**config.mk**
```make
export PLATFORM = sky130hd
export DESIGN_NAME = pascal_subset_tokenizer_top
export DESIGN_NICKNAME = d
export VERILOG_FILES = /design/src/design/pst_pkg.sv /design/src/design/pst_lex_step.sv /design/src/design/pst_res_fifo.sv /design/src/design/pascal_subset_tokenizer_top.sv
export SDC_FILE = /design/constraint.sdc
export NUM_CORES = 1
export LEC_CHECK = 0
export BUFFER_PORTS_ARGS = -buffer_cell sky130_fd_sc_hd__clkbuf_2
export CAP_MARGIN = 25
export CORE_UTILIZATION = 31
export CTS_BUF_LIST = sky130_fd_sc_hd__clkbuf_4 sky130_fd_sc_hd__clkbuf_8
export CTS_CLUSTER_DIAMETER = 60
export CTS_CLUSTER_SIZE = 20
export DETAILED_ROUTE_END_ITERATION = 7
export SLEW_MARGIN = 20
export SYNTH_ARGS = -nofsm -noshare
export SYNTH_HDL_FRONTEND = slang
export SYNTH_SLANG_ARGS = --single-unit
```
**constraint.sdc**
```tcl
create_clock -name clk -period 10.4 [get_ports clk]
set_input_delay 0.52 -clock clk [delete_from_list [all_inputs] [get_ports clk]]
set_output_delay 0.52 -clock clk [all_outputs]
set_load 0.01 [all_outputs]
```
**src/design/pst_pkg.sv**
```systemverilog
`timescale 1ns / 1ps

package pst_pkg;

    // Field widths of the source and result beats
    localparam int BYTE_W        = 8;
    localparam int LINE_FIELD_W  = 16;
    localparam int COL_FIELD_W   = 12;

    // Default position widths
    localparam int LINE_WIDTH_DEF   = 16;
    localparam int COLUMN_WIDTH_DEF = 12;

    // Result queue depth (power of two, holds at least two beats)
    localparam int RES_FIFO_DEPTH = 4;

    typedef logic [BYTE_W-1:0]       byte_t;
    typedef logic [LINE_FIELD_W-1:0] line_t;
    typedef logic [COL_FIELD_W-1:0]  col_t;

    typedef enum logic [1:0] {
        MODE_SEARCH,
        MODE_WORD,
        MODE_STRING,
        MODE_ESCAPE
    } mode_t;

    // Result kinds
    localparam logic [1:0] EV_VALUE    = 2'd0;
    localparam logic [1:0] EV_COMPLETE = 2'd1;
    localparam logic [1:0] EV_ERROR    = 2'd2;

    // Token types
    localparam logic [3:0] TOK_PERIOD     = 4'd0;
    localparam logic [3:0] TOK_SEMICOLON  = 4'd1;
    localparam logic [3:0] TOK_OPEN       = 4'd2;
    localparam logic [3:0] TOK_CLOSE      = 4'd3;
    localparam logic [3:0] TOK_PROGRAM    = 4'd4;
    localparam logic [3:0] TOK_BEGIN      = 4'd5;
    localparam logic [3:0] TOK_END        = 4'd6;
    localparam logic [3:0] TOK_IDENT      = 4'd7;
    localparam logic [3:0] TOK_STRING     = 4'd8;
    localparam logic [3:0] TOK_STREAM_END = 4'd9;

    // Error codes
    localparam logic ERR_UNEXPECTED = 1'b0;
    localparam logic ERR_UNCLOSED   = 1'b1;

    // Keyword slots in the candidate mask
    localparam logic [1:0] KW_PROGRAM = 2'd0;
    localparam logic [1:0] KW_BEGIN   = 2'd1;
    localparam logic [1:0] KW_END     = 2'd2;
    localparam logic [2:0] KW_ALL     = 3'b111;
    localparam logic [2:0] WORD_LEN_MAX = 3'd7;

    // Characters
    localparam byte_t CH_PERIOD  = 8'h2E;
    localparam byte_t CH_SEMI    = 8'h3B;
    localparam byte_t CH_OPEN    = 8'h28;
    localparam byte_t CH_CLOSE   = 8'h29;
    localparam byte_t CH_QUOTE   = 8'h27;
    localparam byte_t CH_BSLASH  = 8'h5C;
    localparam byte_t CH_UNDER   = 8'h5F;
    localparam byte_t CH_SPACE   = 8'h20;
    localparam byte_t CH_TAB     = 8'h09;
    localparam byte_t CH_CR      = 8'h0D;
    localparam byte_t CH_LF      = 8'h0A;
    localparam byte_t CH_NUL     = 8'h00;
    localparam byte_t CH_LOW_N   = 8'h6E;
    localparam byte_t CH_LOW_T   = 8'h74;
    localparam byte_t CH_LOW_R   = 8'h72;
    localparam byte_t CH_ZERO    = 8'h30;

    typedef struct packed {
        byte_t src_byte;
        line_t src_line;
        col_t  src_column;
        logic  end_of_input;
    } src_t;

    typedef struct packed {
        logic [1:0] event_kind;
        logic [3:0] token_type;
        byte_t      value_char;
        line_t      start_line;
        col_t       start_column;
        logic       error_code;
        logic       last;
    } res_t;

    // Lexer control state passed between the step logic and its registers
    typedef struct packed {
        mode_t      mode;
        logic [2:0] kw_match;
        logic [2:0] word_len;
        logic       halted;
    } lex_state_t;

    function automatic logic is_alpha(input byte_t c);
        return (c >= 8'h61 && c <= 8'h7A) || (c >= 8'h41 && c <= 8'h5A) || c == CH_UNDER;
    endfunction

    function automatic logic is_alnum(input byte_t c);
        return is_alpha(c) || (c >= 8'h30 && c <= 8'h39);
    endfunction

    function automatic logic [2:0] kw_len(input logic [1:0] k);
        logic [2:0] len;
        case (k)
            KW_PROGRAM: len = 3'd7;
            KW_BEGIN:   len = 3'd5;
            KW_END:     len = 3'd3;
            default:    len = 3'd0;
        endcase
        return len;
    endfunction

    function automatic byte_t kw_char(input logic [1:0] k, input logic [2:0] idx);
        logic [55:0] txt;
        case (k)
            KW_PROGRAM: txt = "program";
            KW_BEGIN:   txt = {"begin", 16'h0000};
            KW_END:     txt = {"end", 32'h00000000};
            default:    txt = '0;
        endcase
        return txt[55 - 8*idx -: 8];
    endfunction

    // Drop keyword candidates that the next character rules out
    function automatic logic [2:0] feed_kw(input logic [2:0] match, input logic [2:0] len,
                                           input byte_t c);
        logic [2:0] m;
        m = match;
        for (int k = 0; k < 3; k++) begin
            if (!(len < kw_len(2'(k)) && kw_char(2'(k), len) == c))
                m[k] = 1'b0;
        end
        return m;
    endfunction

    function automatic logic [3:0] classify(input logic [2:0] match, input logic [2:0] len);
        logic [3:0] t;
        if (match[KW_PROGRAM] && len == kw_len(KW_PROGRAM))
            t = TOK_PROGRAM;
        else if (match[KW_BEGIN] && len == kw_len(KW_BEGIN))
            t = TOK_BEGIN;
        else if (match[KW_END] && len == kw_len(KW_END))
            t = TOK_END;
        else
            t = TOK_IDENT;
        return t;
    endfunction

    function automatic byte_t unescape(input byte_t c);
        byte_t t;
        case (c)
            CH_LOW_N: t = CH_LF;
            CH_LOW_T: t = CH_TAB;
            CH_LOW_R: t = CH_CR;
            CH_ZERO:  t = CH_NUL;
            default:  t = c;
        endcase
        return t;
    endfunction

    function automatic res_t mk_res(input logic [1:0] kind, input logic [3:0] ttype,
                                    input byte_t ch, input line_t line, input col_t col,
                                    input logic code);
        res_t r;
        r.event_kind   = kind;
        r.token_type   = ttype;
        r.value_char   = ch;
        r.start_line   = line;
        r.start_column = col;
        r.error_code   = code;
        r.last         = 1'b0;
        return r;
    endfunction

endpackage

```
**src/design/pst_lex_step.sv**
```systemverilog
`timescale 1ns / 1ps

module pst_lex_step #(
    parameter int LINE_WIDTH   = pst_pkg::LINE_WIDTH_DEF,
    parameter int COLUMN_WIDTH = pst_pkg::COLUMN_WIDTH_DEF,
    localparam int LW = (LINE_WIDTH < pst_pkg::LINE_FIELD_W) ? LINE_WIDTH
                                                              : pst_pkg::LINE_FIELD_W,
    localparam int CW = (COLUMN_WIDTH < pst_pkg::COL_FIELD_W) ? COLUMN_WIDTH
                                                               : pst_pkg::COL_FIELD_W
) (
    input  pst_pkg::src_t       item,
    input  pst_pkg::lex_state_t cur,
    input  logic [LW-1:0]       cur_line,
    input  logic [CW-1:0]       cur_col,
    output pst_pkg::lex_state_t nxt,
    output logic [LW-1:0]       nxt_line,
    output logic [CW-1:0]       nxt_col,
    output pst_pkg::res_t       res0,
    output pst_pkg::res_t       res1,
    output logic [1:0]          res_count
);

    pst_pkg::byte_t      c;
    logic [LW-1:0]       in_line;
    logic [CW-1:0]       in_col;
    pst_pkg::line_t      tok_line_w;
    pst_pkg::col_t       tok_col_w;

    // Searching-mode handling of the current byte
    pst_pkg::lex_state_t s_next;
    logic [LW-1:0]       s_line;
    logic [CW-1:0]       s_col;
    logic                s_emit;
    pst_pkg::res_t       s_res;

    assign c          = item.src_byte;
    assign in_line    = item.src_line[LW-1:0];
    assign in_col     = item.src_column[CW-1:0];
    assign tok_line_w = pst_pkg::line_t'(cur_line);
    assign tok_col_w  = pst_pkg::col_t'(cur_col);

    // Classify a byte seen outside any token
    always_comb
    begin
        pst_pkg::line_t pl;
        pst_pkg::col_t  pc;
        pl          = pst_pkg::line_t'(in_line);
        pc          = pst_pkg::col_t'(in_col);
        s_next      = cur;
        s_next.mode = pst_pkg::MODE_SEARCH;
        s_line      = cur_line;
        s_col       = cur_col;
        s_emit      = 1'b0;
        s_res       = '0;
        if (pst_pkg::is_alpha(c))
        begin
            s_next.mode     = pst_pkg::MODE_WORD;
            s_next.kw_match = pst_pkg::feed_kw(pst_pkg::KW_ALL, 3'd0, c);
            s_next.word_len = 3'd1;
            s_line          = in_line;
            s_col           = in_col;
            s_emit          = 1'b1;
            s_res = pst_pkg::mk_res(pst_pkg::EV_VALUE, pst_pkg::TOK_PERIOD, c, pl, pc, 1'b0);
        end
        else if (c == pst_pkg::CH_PERIOD)
        begin
            s_emit = 1'b1;
            s_res  = pst_pkg::mk_res(pst_pkg::EV_COMPLETE, pst_pkg::TOK_PERIOD, c, pl, pc,
                                     1'b0);
        end
        else if (c == pst_pkg::CH_SEMI)
        begin
            s_emit = 1'b1;
            s_res  = pst_pkg::mk_res(pst_pkg::EV_COMPLETE, pst_pkg::TOK_SEMICOLON, c, pl, pc,
                                     1'b0);
        end
        else if (c == pst_pkg::CH_OPEN)
        begin
            s_emit = 1'b1;
            s_res  = pst_pkg::mk_res(pst_pkg::EV_COMPLETE, pst_pkg::TOK_OPEN, c, pl, pc,
                                     1'b0);
        end
        else if (c == pst_pkg::CH_CLOSE)
        begin
            s_emit = 1'b1;
            s_res  = pst_pkg::mk_res(pst_pkg::EV_COMPLETE, pst_pkg::TOK_CLOSE, c, pl, pc,
                                     1'b0);
        end
        else if (c == pst_pkg::CH_QUOTE)
        begin
            s_next.mode = pst_pkg::MODE_STRING;
            s_line      = in_line;
            s_col       = in_col;
        end
        else if (c == pst_pkg::CH_SPACE || c == pst_pkg::CH_TAB ||
                 c == pst_pkg::CH_CR || c == pst_pkg::CH_LF)
        begin
            s_emit = 1'b0;
        end
        else
        begin
            s_next.halted = 1'b1;
            s_emit        = 1'b1;
            s_res = pst_pkg::mk_res(pst_pkg::EV_ERROR, pst_pkg::TOK_PERIOD, c, pl, pc,
                                    pst_pkg::ERR_UNEXPECTED);
        end
    end

    // Advance the lexer by one beat
    always_comb
    begin
        nxt       = cur;
        nxt_line  = cur_line;
        nxt_col   = cur_col;
        res0      = '0;
        res1      = '0;
        res_count = 2'd0;
        if (!cur.halted)
        begin
            if (item.end_of_input)
            begin
                if (cur.mode == pst_pkg::MODE_STRING || cur.mode == pst_pkg::MODE_ESCAPE)
                begin
                    res0 = pst_pkg::mk_res(pst_pkg::EV_ERROR, pst_pkg::TOK_PERIOD,
                                           pst_pkg::CH_NUL, tok_line_w, tok_col_w,
                                           pst_pkg::ERR_UNCLOSED);
                    res_count  = 2'd1;
                    nxt.halted = 1'b1;
                end
                else if (cur.mode == pst_pkg::MODE_WORD)
                begin
                    res0 = pst_pkg::mk_res(pst_pkg::EV_COMPLETE,
                                           pst_pkg::classify(cur.kw_match, cur.word_len),
                                           pst_pkg::CH_NUL, tok_line_w, tok_col_w, 1'b0);
                    res1 = pst_pkg::mk_res(pst_pkg::EV_COMPLETE, pst_pkg::TOK_STREAM_END,
                                           pst_pkg::CH_NUL, '0, '0, 1'b0);
                    res_count = 2'd2;
                    nxt.mode  = pst_pkg::MODE_SEARCH;
                end
                else
                begin
                    res0 = pst_pkg::mk_res(pst_pkg::EV_COMPLETE, pst_pkg::TOK_STREAM_END,
                                           pst_pkg::CH_NUL, '0, '0, 1'b0);
                    res_count = 2'd1;
                    nxt.mode  = pst_pkg::MODE_SEARCH;
                end
            end
            else
            begin
                case (cur.mode)
                    pst_pkg::MODE_WORD:
                    begin
                        if (pst_pkg::is_alnum(c))
                        begin
                            nxt.kw_match = pst_pkg::feed_kw(cur.kw_match, cur.word_len, c);
                            if (cur.word_len < pst_pkg::WORD_LEN_MAX)
                                nxt.word_len = cur.word_len + 3'd1;
                            res0 = pst_pkg::mk_res(pst_pkg::EV_VALUE, pst_pkg::TOK_PERIOD, c,
                                                   tok_line_w, tok_col_w, 1'b0);
                            res_count = 2'd1;
                        end
                        else
                        begin
                            // Close the word, then treat the byte as if searching
                            res0 = pst_pkg::mk_res(pst_pkg::EV_COMPLETE,
                                       pst_pkg::classify(cur.kw_match, cur.word_len),
                                       pst_pkg::CH_NUL, tok_line_w, tok_col_w, 1'b0);
                            res1      = s_res;
                            res_count = s_emit ? 2'd2 : 2'd1;
                            nxt       = s_next;
                            nxt_line  = s_line;
                            nxt_col   = s_col;
                        end
                    end
                    pst_pkg::MODE_STRING:
                    begin
                        if (c == pst_pkg::CH_QUOTE)
                        begin
                            res0 = pst_pkg::mk_res(pst_pkg::EV_COMPLETE, pst_pkg::TOK_STRING,
                                                   pst_pkg::CH_NUL, tok_line_w, tok_col_w,
                                                   1'b0);
                            res_count = 2'd1;
                            nxt.mode  = pst_pkg::MODE_SEARCH;
                        end
                        else if (c == pst_pkg::CH_BSLASH)
                        begin
                            nxt.mode = pst_pkg::MODE_ESCAPE;
                        end
                        else
                        begin
                            res0 = pst_pkg::mk_res(pst_pkg::EV_VALUE, pst_pkg::TOK_PERIOD, c,
                                                   tok_line_w, tok_col_w, 1'b0);
                            res_count = 2'd1;
                        end
                    end
                    pst_pkg::MODE_ESCAPE:
                    begin
                        res0 = pst_pkg::mk_res(pst_pkg::EV_VALUE, pst_pkg::TOK_PERIOD,
                                               pst_pkg::unescape(c), tok_line_w, tok_col_w,
                                               1'b0);
                        res_count = 2'd1;
                        nxt.mode  = pst_pkg::MODE_STRING;
                    end
                    pst_pkg::MODE_SEARCH:
                    begin
                        res0      = s_res;
                        res_count = s_emit ? 2'd1 : 2'd0;
                        nxt       = s_next;
                        nxt_line  = s_line;
                        nxt_col   = s_col;
                    end
                    default:
                    begin
                        nxt.mode = pst_pkg::MODE_SEARCH;
                    end
                endcase
            end
        end

        // Mark the final result of this beat
        if (res_count == 2'd1)
            res0.last = 1'b1;
        else if (res_count == 2'd2)
            res1.last = 1'b1;
    end

endmodule

```
**src/design/pst_res_fifo.sv**
```systemverilog
`timescale 1ns / 1ps

module pst_res_fifo (
    input  logic          clk,
    input  logic          rst_n,
    input  logic [1:0]    push_count,
    input  pst_pkg::res_t push0,
    input  pst_pkg::res_t push1,
    output logic          room,
    output logic          res_valid,
    input  logic          res_stall,
    output pst_pkg::res_t res_data
);

    localparam int DEPTH = pst_pkg::RES_FIFO_DEPTH;
    localparam int PW    = $clog2(DEPTH);
    localparam int CNTW  = $clog2(DEPTH + 1);

    pst_pkg::res_t   mem_reg [DEPTH];
    logic [PW-1:0]   wr_ptr_reg;
    logic [PW-1:0]   wr_ptr_next;
    logic [PW-1:0]   rd_ptr_reg;
    logic [PW-1:0]   rd_ptr_next;
    logic [CNTW-1:0] count_reg;
    logic [CNTW-1:0] count_next;
    logic            pop;
    logic [PW-1:0]   wr_ptr_plus1;

    assign res_valid    = (count_reg != '0);
    assign res_data     = mem_reg[rd_ptr_reg];
    assign pop          = res_valid && !res_stall;
    assign room         = (count_reg <= CNTW'(DEPTH - 2));
    assign wr_ptr_plus1 = wr_ptr_reg + PW'(1);

    // Advance pointers and fill level
    always_comb
    begin
        wr_ptr_next = wr_ptr_reg + PW'(push_count);
        rd_ptr_next = pop ? rd_ptr_reg + PW'(1) : rd_ptr_reg;
        count_next  = count_reg + CNTW'(push_count) - CNTW'(pop);
    end

    always_ff @(posedge clk or negedge rst_n)
    begin
        if (!rst_n)
        begin
            wr_ptr_reg <= '0;
            rd_ptr_reg <= '0;
            count_reg  <= '0;
        end
        else
        begin
            wr_ptr_reg <= wr_ptr_next;
            rd_ptr_reg <= rd_ptr_next;
            count_reg  <= count_next;
        end
    end

    // Store up to two result beats
    always_ff @(posedge clk)
    begin
        if (push_count != 2'd0)
            mem_reg[wr_ptr_reg] <= push0;
        if (push_count == 2'd2)
            mem_reg[wr_ptr_plus1] <= push1;
    end

endmodule

```
**src/design/pascal_subset_tokenizer_top.sv**
```systemverilog
// An accepted source beat waits in the input register, then its results enter the queue.
// Throughput: one source beat per cycle while the queue has room; a beat that ends a word
//   and emits its own result yields two, so the result port paces at one per unstalled cycle.
// A four-entry result queue decouples the two sides; input is held while fewer than two
//   queue entries are free.
// Reset (rst_n, async, active low): searching, no token, not halted, queue empty.
`timescale 1ns / 1ps

module pascal_subset_tokenizer_top #(
    parameter int LINE_WIDTH   = pst_pkg::LINE_WIDTH_DEF,
    parameter int COLUMN_WIDTH = pst_pkg::COLUMN_WIDTH_DEF
) (
    input  logic          clk,
    input  logic          rst_n,
    input  logic          src_valid,
    output logic          src_stall,
    input  pst_pkg::src_t src_data,
    output logic          res_valid,
    input  logic          res_stall,
    output pst_pkg::res_t res_data
);

    localparam int LW = (LINE_WIDTH < pst_pkg::LINE_FIELD_W) ? LINE_WIDTH
                                                              : pst_pkg::LINE_FIELD_W;
    localparam int CW = (COLUMN_WIDTH < pst_pkg::COL_FIELD_W) ? COLUMN_WIDTH
                                                               : pst_pkg::COL_FIELD_W;

    logic                in_valid_reg;
    logic                in_valid_next;
    pst_pkg::src_t       in_item_reg;

    pst_pkg::lex_state_t state_reg;
    pst_pkg::lex_state_t state_next;
    logic [LW-1:0]       tok_line_reg;
    logic [LW-1:0]       tok_line_next;
    logic [CW-1:0]       tok_col_reg;
    logic [CW-1:0]       tok_col_next;

    pst_pkg::res_t       res0;
    pst_pkg::res_t       res1;
    logic [1:0]          step_count;
    logic [1:0]          push_count;
    logic                room;
    logic                consume;
    logic                accept;

    assign consume    = in_valid_reg && room;
    assign src_stall  = in_valid_reg && !room;
    assign accept     = src_valid && !src_stall;
    assign push_count = consume ? step_count : 2'd0;

    // Input beat register
    always_comb
    begin
        if (accept)
            in_valid_next = 1'b1;
        else if (consume)
            in_valid_next = 1'b0;
        else
            in_valid_next = in_valid_reg;
    end

    always_ff @(posedge clk or negedge rst_n)
    begin
        if (!rst_n)
            in_valid_reg <= 1'b0;
        else
            in_valid_reg <= in_valid_next;
    end

    always_ff @(posedge clk)
    begin
        if (accept)
            in_item_reg <= src_data;
    end

    pst_lex_step #(
        .LINE_WIDTH   (LINE_WIDTH),
        .COLUMN_WIDTH (COLUMN_WIDTH)
    ) u_step (
        .item      (in_item_reg),
        .cur       (state_reg),
        .cur_line  (tok_line_reg),
        .cur_col   (tok_col_reg),
        .nxt       (state_next),
        .nxt_line  (tok_line_next),
        .nxt_col   (tok_col_next),
        .res0      (res0),
        .res1      (res1),
        .res_count (step_count)
    );

    // Lexer state, updated as each beat is consumed
    always_ff @(posedge clk or negedge rst_n)
    begin
        if (!rst_n)
        begin
            state_reg.mode     <= pst_pkg::MODE_SEARCH;
            state_reg.kw_match <= pst_pkg::KW_ALL;
            state_reg.word_len <= 3'd0;
            state_reg.halted   <= 1'b0;
            tok_line_reg       <= '0;
            tok_col_reg        <= '0;
        end
        else if (consume)
        begin
            state_reg    <= state_next;
            tok_line_reg <= tok_line_next;
            tok_col_reg  <= tok_col_next;
        end
    end

    pst_res_fifo u_fifo (
        .clk        (clk),
        .rst_n      (rst_n),
        .push_count (push_count),
        .push0      (res0),
        .push1      (res1),
        .room       (room),
        .res_valid  (res_valid),
        .res_stall  (res_stall),
        .res_data   (res_data)
    );

endmodule

```
## Word level (Yosys, flattened, before mapping)

Memory sizes are Yosys's and may differ from the RTL's.
Cells that the tools add are included.

| cells by class | value |
|---|---|
| $add $sub $neg | 7 |
| equal/unequal tests | 38 |
| bitwise gates (word level) | 2 |
| div/mod/pow operators | 0 |
| shifts and indexed selects | 3 |
| magnitude comparators | 14 |
| mux-type cells | 131 |
| $mul | 0 |
| reduce and logical (&&, ||, !) cells | 37 |

Operators by type and width:

| kind | number |
|---|---|
| 56-bit two-way mux | 15 |
| 44-bit two-way mux | 16 |
| 63-bit by 33-bit variable part select with 8-bit output | 3 |
| 44-bit case mux with 4 select lines | 1 |
| 16-bit two-way mux | 7 |
| 43-bit two-way mux | 2 |
| 12-bit two-way mux | 7 |
| 8-bit by 6-bit equality test with 1-bit output (second input constant) | 7 |
| 8-bit equality test | 6 |
| 3-bit two-way mux | 16 |
| 42-bit two-way mux | 1 |
| 8-bit by 7-bit equality test with 1-bit output (second input constant) | 5 |
| 2-bit two-way mux | 19 |
| 38-bit two-way mux | 1 |
| 1-bit two-way mux | 36 |
| 16-bit case mux with 2 select lines | 1 |
| 8-bit case mux with 4 select lines | 1 |
| 5-bit AND reduction | 6 |
| 8-bit by 4-bit equality test with 1-bit output (second input constant) | 3 |
| 12-bit case mux with 2 select lines | 1 |
| 8-bit by 7-bit greater-or-equal comparator with 1-bit output (second input constant) | 2 |
| 8-bit by 7-bit <= comparator with 1-bit output (second input constant) | 2 |
| 1-bit logical AND | 16 |
| 2-bit case mux with 4 select lines | 2 |
| other kinds (28) | 56 |

| word-level totals | value |
|---|---|
| input port bits | 41 |
| bits in writable memories | 176 |
| word-level logic and storage cells | 249 |
| memories kept | 1 |
| output and inout bits | 46 |
| latch bits | 0 |
| bits in registers | 82 |
| bits in read-only memories | 0 |

Memory list:

| name | depth | bits a word | read ports | clocked after Yosys merged registers in | wr ports | RTL line | source |
|---|---|---|---|---|---|---|---|
| u_fifo.mem_reg | 4 | 44 | 1 | 0 | 2 | pst_res_fifo.sv:19 | `pst_pkg::res_t mem_reg [DEPTH];` |

## Logic depth before layout (Yosys ltp)

Gate-level depths: netlist of the first run.

| depth | value |
|---|---|
| word-level depth | 20 |
| depth in mapped cells | 12 |
| depth with buffers taken out | 11 |

## By module

Synthesis of the first run repeated with hierarchy kept, for this count alone.

| second synthesis, totals | value |
|---|---|
| cells, all modules | 942 |
| area, all modules | 14286.2 um^2 |

By module, submodules not included:

| module | cells each | sequential area each (um^2) | area each (um^2) | times used |
|---|---|---|---|---|
| pst_res_fifo | 467 | 5460.2 | 9063.7 | 1 |
| pascal_subset_tokenizer_top | 122 | 2065.7 | 2706.3 | 1 |
| pst_lex_step | 353 | 0.0 | 2516.2 | 1 |

## Worst setup path before layout of the first run

OpenSTA, ideal clock, no wires.

| path | value |
|---|---|
| path type | flip-flop to flip-flop |
| from | register in_item_reg[32] in the netlist's numbering |
| to | memory u_fifo.mem_reg[0][0] in the netlist's numbering (enable) |
| stages on the path, launching flop included | 9 |
| path buffers | 2 |
| required time | 10.000 ns |
| period minus slack after synthesis | 3.398 ns |
| data arrival time | 2.998 ns |
| library setup time | 0.400 ns |
| path slack | 7.002 ns |
| cells stage by stage | edfxtp_1 buf_6 or4_4 a21oi_4 o21ai_2 o221ai_4 nand3_2 buf_2 nand2_1 |

RTL lines:

| what | RTL line | source |
|---|---|---|
| start, declared | pascal_subset_tokenizer_top.sv:30 | `pst_pkg::src_t in_item_reg;` |
| start signal, assigned | pascal_subset_tokenizer_top.sv:74 | `in_item_reg <= src_data;` |
| end, declared | pst_res_fifo.sv:19 |  |

==> results.yml, run 1 <==
timing:
  hold_slack_ns: 0.0552
  worst_slew_pin_slew_ns: 1.00
  post-route-period-util: 0.365
  hold_viol: 0
  period_minus_slack_ns: 3.79
  rsz0062_at_grt: "no"
  setup_viol: 0
  fmax_ghz: 0.264
  tns_ns: 0
  clock_skew_ns: 0.0504
  relSlewSlack: 0.330
  slew_violations: 0
  postLayoutSetupSlackWorst_ns: 6.61
clocking:
  path_clk_slew_ns: 0.13
  clock_tree.root_cell: "clkbuf_8"
  cts-resized-gates: 0
  tritoncts: "yes"
  cts.sinks: 258
  cts_setup_buffers: 0
  cts.hold.buffers_added: 0
  clk_latency_ns: 0.61
  cts_buffer_depth: 3
  cts_made_buffers: 23
  htreeDepth: 1
critical_path:
  crit_path_start_kind: "flip-flop"
  crit_slowest_cell: "edfxtp_1"
  reg2reg_to: "u_fifo.mem_reg[1][41]"
  critical-path-max-stage-delay_ns: 0.80
  r2r_cells: 8
  cp_cell_sequence: "or4_4, a21oi_4, o21a_4, a32o_1, inv_4, o22a_4, inv_2, buf_4"
  crit_path_max_fanout: 34
  critPathRequiredTime_ns: 10.60
  crit_arrival_ns: 3.99
  end_kind: "flip-flop"
  worstReg2RegStart: "in_item_reg[30]"
  r2r_slack_ns: 6.61
  critPathKind: "reg -> reg"
logic_synthesis:
  synth_top_family_by_area: "compound AO/OA/AOI/OAI gates"
  synth_fp_nets: 1020
  yosysWarnings: 0
  synth.distinct_cells: 89
  synthMuxAreaShare: 0.107
  syn_area_per_cell_um2: 13.2
  synthAdderAreaFrac: 0.0104
  yosys.area_share.simple: 0.0925
  synthFlopType: "edfxtp_1"
  ys_seq_area_frac: 0.583
  synthArstFlopShare: 0.174
  netlist_area_um2: 12800
  synth-edff-count: 205
  synth_compound_area_frac: 0.160
  ys_ff_latch: 258
  synthXorXnorAreaFrac: 0.00822
  syn_inst: 969
layout:
  areaGrowthSynthToFinish_pct: 11.3
  design_area_um2: 14200
  largest_reg_flops: 176
  drive_above_1_share: 0.241
  finalNonFillerCells: 1565
  antenna_cells: 0
  nFillCells: 3990
  nets: 1067
  fin_util: 0.349
power:
  p_per_area_nw_per_um2: 205
  p_int_mw: 1.90
  power_mw: 2.92
  ir_drop_mv: 0.108
  cellLeakagePower_nw: 4.60
  p_clk_frac: 0.241
  switching_share: 0.350
  comb_power_share: 0.293
  p_sw_mw: 1.02
  pwr-share-seq: 0.466
die:
  rows: 74
  io_pins: 87
  core_um2: 40700
  start_util: 0.314
  dieArea_um2: 42000
  die_h_um: 205
  dieWidth_um: 205
place:
  port_buffers: 86
  gp_congestion: 0.856
  dp_cells: 1521
  post-place-ws_ns: 6.63
  hpwl_um: 21300
  placed_area_um2: 13600
routing:
  post_drt_wl_per_cell_um: 22.5
  drt_pass1_iterations: 5
  drtIter0Drc: 896
  antenna_left: 0
  via_per_inst: 5.61
  vias: 8786
  wirelength_um: 35100
  drc: 0
global_routing:
  grt_overflow: 0
  track_usage: 0.167
  grt_pass1_wl_um: 53600
  grt_antenna_before_repair: 0
  grt_start_max_net_pins: 47
  first_global_vias: 8804
worst_hold_path:
  min_path_type: "in -> async"
run:
  max_cap_viol_count: 0
run_status:
  status: "complete, no violations"
## cell type report
type / count / area [µm²] / area share
flip-flops and latches: 258 / 7450 / 0.524
well taps: 532 / 666 / 0.0468
repair buffers: 104 / 606 / 0.0426
clock inverters: 17 / 234 / 0.0164
inverters: 23 / 88.8 / 0.00625
clock buffers: 25 / 332 / 0.0233
multi-input cells: 606 / 4850 / 0.341
## worst max path at each step
stage | start | end | slack (ns)
floorplan | in_item_reg[32] | u_fifo.mem_reg[0][0] | 7.00
global placement | in_item_reg[32] | u_fifo.mem_reg[1][7] | 6.69
detailed placement | in_item_reg[32] | u_fifo.mem_reg[1][8] | 6.63
CTS | in_item_reg[32] | u_fifo.mem_reg[1][41] | 6.61
global route | in_item_reg[30] | u_fifo.mem_reg[1][41] | 6.43
finish | in_item_reg[30] | u_fifo.mem_reg[1][41] | 6.61
## critical path, delay by kind of cell, from the launching register on
family / cells / cell delay, ns
AOI/OAI and AO/OA: 4 / 1.12
buffers and inverters: 3 / 0.81
DFF: 1 / 0.80
and+or+nand+nor: 1 / 0.67
## cells in the final DEF, fill, tap and decap left out, types with 8 or more instances in the layout
master	instances
edfxtp_1	205
o22ai_1	148
clkbuf_2	86
nand2_1	63
mux4_2	44
nor2_1	42
dfrtp_1	40
a22oi_1	29
clkbuf_8	23
o21ai_0	21
nand3_1	21
inv_1	20
mux2_1	20
buf_4	16
a21oi_1	14
a32o_1	14
nor3_1	11
mux2_2	10
and3_1	9
nand2b_1	9
xnor2_1	9
ha_1	9
dfxtp_1	8
## power by group through the flow
stage                     Combinational (mW)  Clock (mW)  Sequential (mW)
after floorplan                        0.640           0             1.28
after global placement                 0.806           0             1.42
after detailed placement               0.809           0             1.42
after CTS                              0.812       0.722             1.40
after global routing                   0.933       0.753             1.38
final                                  0.857       0.704             1.36
## cell usage after synthesis, types with 5 or more instances
cell	count	area, µm²
a22oi_1	29	218
mux4_2	44	991
mux2_1	20	225
clkbuf_1	32	120
a21o_1	5	37.5
a21oi_1	15	75.1
nor2_1	42	158
buf_4	6	45.0
nand2b_1	9	56.3
inv_1	20	75.1
buf_2	31	155
o22ai_1	148	926
nor3_1	12	60.1
buf_6	6	67.6
edfxtp_1	205	6160
ha_1	9	113
or2_2	6	37.5
a32o_1	14	140
o21ai_0	21	105
and3_1	9	56.3
nand3b_1	5	37.5
nand3_1	21	105
nand4_1	5	31.3
or3_1	5	31.3
xnor2_1	9	78.8
buf_1	7	26.3
nand2_1	65	244
dfrtp_1	42	1050
nor2b_1	7	43.8
dfxtp_1	8	160
o31ai_1	7	52.6
mux2_2	10	113
## layer usage
metal | part of all wire | GRT usage | up-vias
li1 | - | - | 3974
met1 | 0.44 | 0.234 | 4415
met2 | 0.47 | 0.267 | 343
met3 | 0.063 | 0.0221 | 54
met4 | 0.025 | 0.0526 | 0
met5 | 0 | 0 | -
## cell families after synthesis
| kind of cell | count (synthesis) |
|---|---|
| compound gates | 286 |
| mux | 78 |
| xor+xnor | 12 |
| flops | 258 |
| fa+ha+maj | 10 |
| buf+inv | 105 |
| simple gates | 220 |
(Power assumes the default switching activity.)
==> run 2, diff against run 1 <==
==> constraint.sdc (replaced) <==
create_clock -name clk -period 3.7 [get_ports clk]
set_input_delay 0.185 -clock clk [delete_from_list [all_inputs] [get_ports clk]]
set_output_delay 0.185 -clock clk [all_outputs]
set_load 0.01 [all_outputs]
==> run 2 against run 1 <==
Global-route usage rose by 0.36 points. Core utilization grew 1.8 points. First-iteration DRC count shrank 1.9%. Clock skew is 0.012 ns lower. Non-clock buffer count rose by 64. Cell area is 5.2% higher. Register-to-register slack worse by 6.3 ns. Die area is the same. Power grew to 2.9 times the previous value. Routed wire length grew 2.2%.
==> results.yml, run 2 (synthesized netlist as in run 1, its figures left out) <==
critical_path:
  crit_path_max_fanout: 15
  crit_arrival_ns: 3.89
  crit_path_start_kind: "flip-flop"
  critPathRequiredTime_ns: 4.20
  end_kind: "flip-flop"
  critPathKind: "reg -> reg"
  r2r_slack_ns: 0.31
layout:
  antenna_cells: 0
  layout_commonest_cell: "edfxtp_1"
  areaGrowthSynthToFinish_pct: 17.1
  most-common-layout-cells: "edfxtp_1 (205), o22ai_1 (148), clkbuf_2 (86)"
  drive_above_1_share: 0.253
  nets: 1135
  largest_reg_flops: 176
die:
  rows: 74
  core_um2: 40700
  io_pins: 87
  dieArea_um2: 42000
  dieWidth_um: 205
  die_h_um: 205
  start_util: 0.314
timing:
  tns_ns: 0
  postLayoutSetupSlackWorst_ns: 0.306
  period_minus_slack_ns: 3.39
  fmax_ghz: 0.295
  rsz0062_at_grt: "no"
  clock_skew_ns: 0.0384
  setup_viol: 0
  hold_viol: 0
  post-route-period-util: 0.917
  relSlewSlack: 0.412
  slew_violations: 0
  worst_slew_pin_slew_ns: 0.883
clocking:
  tritoncts: "yes"
  cts_buffer_depth: 3
  cts.sinks: 258
  path_clk_slew_ns: 0.10
  clk_latency_ns: 0.61
  htreeDepth: 1
  cts_made_buffers: 27
  clock_tree.root_cell: "clkbuf_8"
power:
  ir_drop_mv: 0.282
  switching_share: 0.341
  p_int_mw: 5.55
  p_per_area_nw_per_um2: 563
  p_clk_frac: 0.254
  pwr-share-seq: 0.446
  power_mw: 8.42
  p_sw_mw: 2.87
  comb_power_share: 0.300
  cellLeakagePower_nw: 4.95
place:
  hpwl_um: 22700
  gp_congestion: 0.887
  post-place-ws_ns: 0.360
  port_buffers: 86
routing:
  vias: 9203
  antenna_left: 0
  via_per_inst: 5.62
  drtIter0Drc: 879
  post_drt_wl_per_cell_um: 21.9
  wirelength_um: 35900
  drc: 0
  drt_pass1_iterations: 5
global_routing:
  track_usage: 0.170
  first_global_vias: 9135
  grt_antenna_before_repair: 0
  grt_pass1_wl_um: 54900
  grt_overflow: 0
  grt_start_max_net_pins: 47
worst_hold_path:
  min_path_type: "in -> async"
run_status:
  status: "complete, no violations"
run:
  max_cap_viol_count: 0
==> run 2: worst max-delay path: stages (launching register included) <==
cell	delay, ns
edfxtp_1	0.59
or3_1	0.48
a2111oi_4	0.46
nor2_1	0.16
a32o_1	0.42
inv_4	0.15
ha_1	0.26
fa_1	0.43
xor2_1	0.20
xnor2_1	0.15
==> run 2: final timing paths <==
path / start / to / depth (start not counted)
worst max-delay path: in_item_reg[33] / u_fifo.count_reg[2] / 9
worst min-delay path: rst_n / tok_line_reg[8] / 2
worst max register to register: in_item_reg[33] / u_fifo.count_reg[2] / 9
worst min register to register: u_fifo.mem_reg[2][40] / u_fifo.mem_reg[2][40] / 2
max in group asynchronous: rst_n / state_reg[5] / 3
min in group clk: src_data[16] / in_item_reg[16] / 2
==> run 2: stage by stage <==
step	cells	cell area, µm²	utilization	hold WS (ns)
final	1637	15000	0.367	0.221
after global routing	1637	15000	0.367	0.271
after CTS	1636	14900	0.367	0.228
after detailed placement	1546	13900	0.341	0.350
after global placement	1546	13900	0.341	0.339
after floorplan	969	12800	-	-0.111
==> run 2: area by class of cell <==
type,count,area [µm²]
Fill cell,3925,25800
Inverter,23,88.8
Sequential cell,258,7450
Tap cell,532,666
Multi-Input combinational cell,606,4850
Clock buffer,29,393
Timing Repair Buffer,168,1270
Clock inverter,21,249
==> run 2: what timing repair did <==
action / in CTS / in global routing
endpoints found under the hold margin: 66 / 0
gates resized for setup: 0 / 0
buffers inserted: 0 / 0
hold buffers: 40 / 0
==> run 2: power groups by stage <==
stage / Sequential [mW] / Clock [mW] / Combinational (mW)
global route: 3.80 / 2.29 / 2.74
floorplan: 3.60 / 0 / 1.80
detailed placement: 3.92 / 0 / 2.38
CTS: 3.86 / 2.19 / 2.42
global placement: 3.92 / 0 / 2.38
finish: 3.75 / 2.14 / 2.53
==> run 2: layer usage <==
metal,up-vias,GRT usage,share of wire
met5,-,0,0
met4,0,0.0479,0.019
met3,56,0.0224,0.074
met2,394,0.282,0.48
met1,4619,0.233,0.42
li1,4134,-,-
==> run 3, diff against run 2 <==
--- a/config.mk
+++ b/config.mk
@@ -12,6 +12,7 @@
 export CTS_CLUSTER_DIAMETER = 60
 export CTS_CLUSTER_SIZE = 20
 export DETAILED_ROUTE_END_ITERATION = 7
+export REMOVE_ABC_BUFFERS = 1
 export SLEW_MARGIN = 20
 export SYNTH_ARGS = -nofsm -noshare
 export SYNTH_HDL_FRONTEND = slang
==> run 3 against run 2 <==
Combinational power about the same. Die area did not move. Cell area shrank 0.28%. Sequential share of layout area up 0.12 points. Non-clock buffer count down 1. First-iteration DRC count up 5.6%. Critical endpoint unchanged.
==> results.yml, run 3 (synthesized netlist as in run 1, its figures left out) <==
critical_path:
  end_kind: "flip-flop"
  critPathRequiredTime_ns: 4.15
  cp.buffers_inverters: 1
  crit_start: "in_item_reg[34]"
  crit_family: "compound AO/OA/AOI/OAI gates"
  r2r_slack_ns: 0.24
  worstReg2RegStart: "in_item_reg[34]"
  critPathKind: "reg -> reg"
  crit_path_start_kind: "flip-flop"
  r2r_cells: 9
  cp_cell_sequence: "or3b_1, a2111oi_4, nor2_1, a32o_1, inv_4, ha_1, fa_1, xor2_1, xnor2_1"
  critPathCapture: "u_fifo.count_reg[2]"
  reg2reg_to: "u_fifo.count_reg[2]"
  crit_path_max_fanout: 19
  crit_slowest_cell: "edfxtp_1"
  crit_arrival_ns: 3.92
  path_depth: 9
  critical-path-max-stage-delay_ns: 0.71
die:
  dieWidth_um: 205
  dieArea_um2: 42000
  io_pins: 87
  die_h_um: 205
  rows: 74
  start_util: 0.314
  core_um2: 40700
power:
  cellLeakagePower_nw: 4.93
  p_int_mw: 5.48
  ir_drop_mv: 0.280
  p_clk_frac: 0.249
  switching_share: 0.346
  p_per_area_nw_per_um2: 562
  p_sw_mw: 2.90
  power_mw: 8.38
  comb_power_share: 0.303
  pwr-share-seq: 0.448
layout:
  drive_above_1_share: 0.252
  largest_reg_flops: 176
  areaGrowthSynthToFinish_pct: 16.7
  nets: 1133
  layout_commonest_cell: "edfxtp_1"
  antenna_cells: 0
  most-common-layout-cells: "edfxtp_1 (205), o22ai_1 (148), clkbuf_2 (86)"
  design_area_um2: 14900
  finalNonFillerCells: 1633
clocking:
  htreeDepth: 1
  cts_setup_buffers: 0
  cts.hold.buffers_added: 40
  cts_buffer_depth: 3
  path_clk_slew_ns: 0.11
  clk_latency_ns: 0.61
  cts_made_buffers: 26
  tritoncts: "yes"
  cts-resized-gates: 0
  clock_tree.root_cell: "clkbuf_8"
  cts.sinks: 258
routing:
  topRoutingLayerUsed: "met4"
  post_drt_wl_per_cell_um: 22.0
  drt_pass1_iterations: 6
  antenna_left: 0
  met1_length_um: 15300
  wirelength_um: 35900
  wl_met2_um: 17600
  via_per_inst: 5.57
  vias: 9095
  drtIter0Drc: 928
  drc: 0
  dr_wl_met3_um: 2140
global_routing:
  first_global_vias: 9123
  grt_antenna_before_repair: 0
  grt_pass1_wl_um: 54600
  track_usage: 0.170
  grt_overflow: 0
  grt_start_max_net_pins: 43
place:
  gp_congestion: 0.904
  dp_cells: 1545
  placed_area_um2: 13900
  hpwl_um: 22400
  port_buffers: 86
timing:
  rsz0062_at_grt: "no"
  relSlewSlack: 0.418
  slew_violations: 0
  period_minus_slack_ns: 3.46
  setup_viol: 0
  hold_viol: 0
  worst_slew_pin_slew_ns: 0.874
  fmax_ghz: 0.289
  post-route-period-util: 0.936
  tns_ns: 0
  clock_skew_ns: 0.0527
run_status:
  status: "complete, no violations"
run:
  max_cap_viol_count: 0
worst_hold_path:
  min_path_type: "in -> async"
==> run 3: cell type report <==
cell class / count / area [µm²]
Fill cell: 3966 / 25800
Sequential cell: 258 / 7450
Multi-Input combinational cell: 606 / 4850
Timing Repair Buffer: 167 / 1250
Tap cell: 532 / 666
Clock buffer: 30 / 407
Clock inverter: 17 / 211
Inverter: 23 / 88.8
==> run 3: power groups by stage <==
stage | sequential (mW) | combinational, mW | clock (mW)
after floorplan | 3.88 | 1.47 | 0
after global placement | 3.81 | 2.53 | 0
after detailed placement | 3.82 | 2.55 | 0
after CTS | 3.76 | 2.59 | 2.13
after global routing | 3.80 | 2.76 | 2.24
final | 3.75 | 2.54 | 2.09
==> run 3: how the worst min path moves through the flow <==
stage,slack (ns),endpoint
CTS,0.25,in_item_reg[16]
detailed placement,0.36,in_item_reg[9]
global route,0.08,state_reg[7]
floorplan,-0.11,in_valid_reg
finish,0.05,state_reg[7]
global placement,0.36,in_item_reg[8]
==> run 3: stage by stage <==
step           worst slack [ns]  utilization  hold slack, ns
3_3_place_gp              0.394        0.341           0.362
5_1_grt                  0.0504        0.366          0.0759
2_1_floorplan            -0.502            -          -0.111
4_1_cts                   0.235        0.366           0.246
3_5_place_dp              0.352        0.341           0.364
6_report                  0.236        0.366          0.0512
==> run 3: per-layer routing <==
layer,vias up,global-route usage
met5,-,0
met4,0,0.0524
met3,62,0.0162
met2,379,0.282
met1,4541,0.233
li1,4113,-
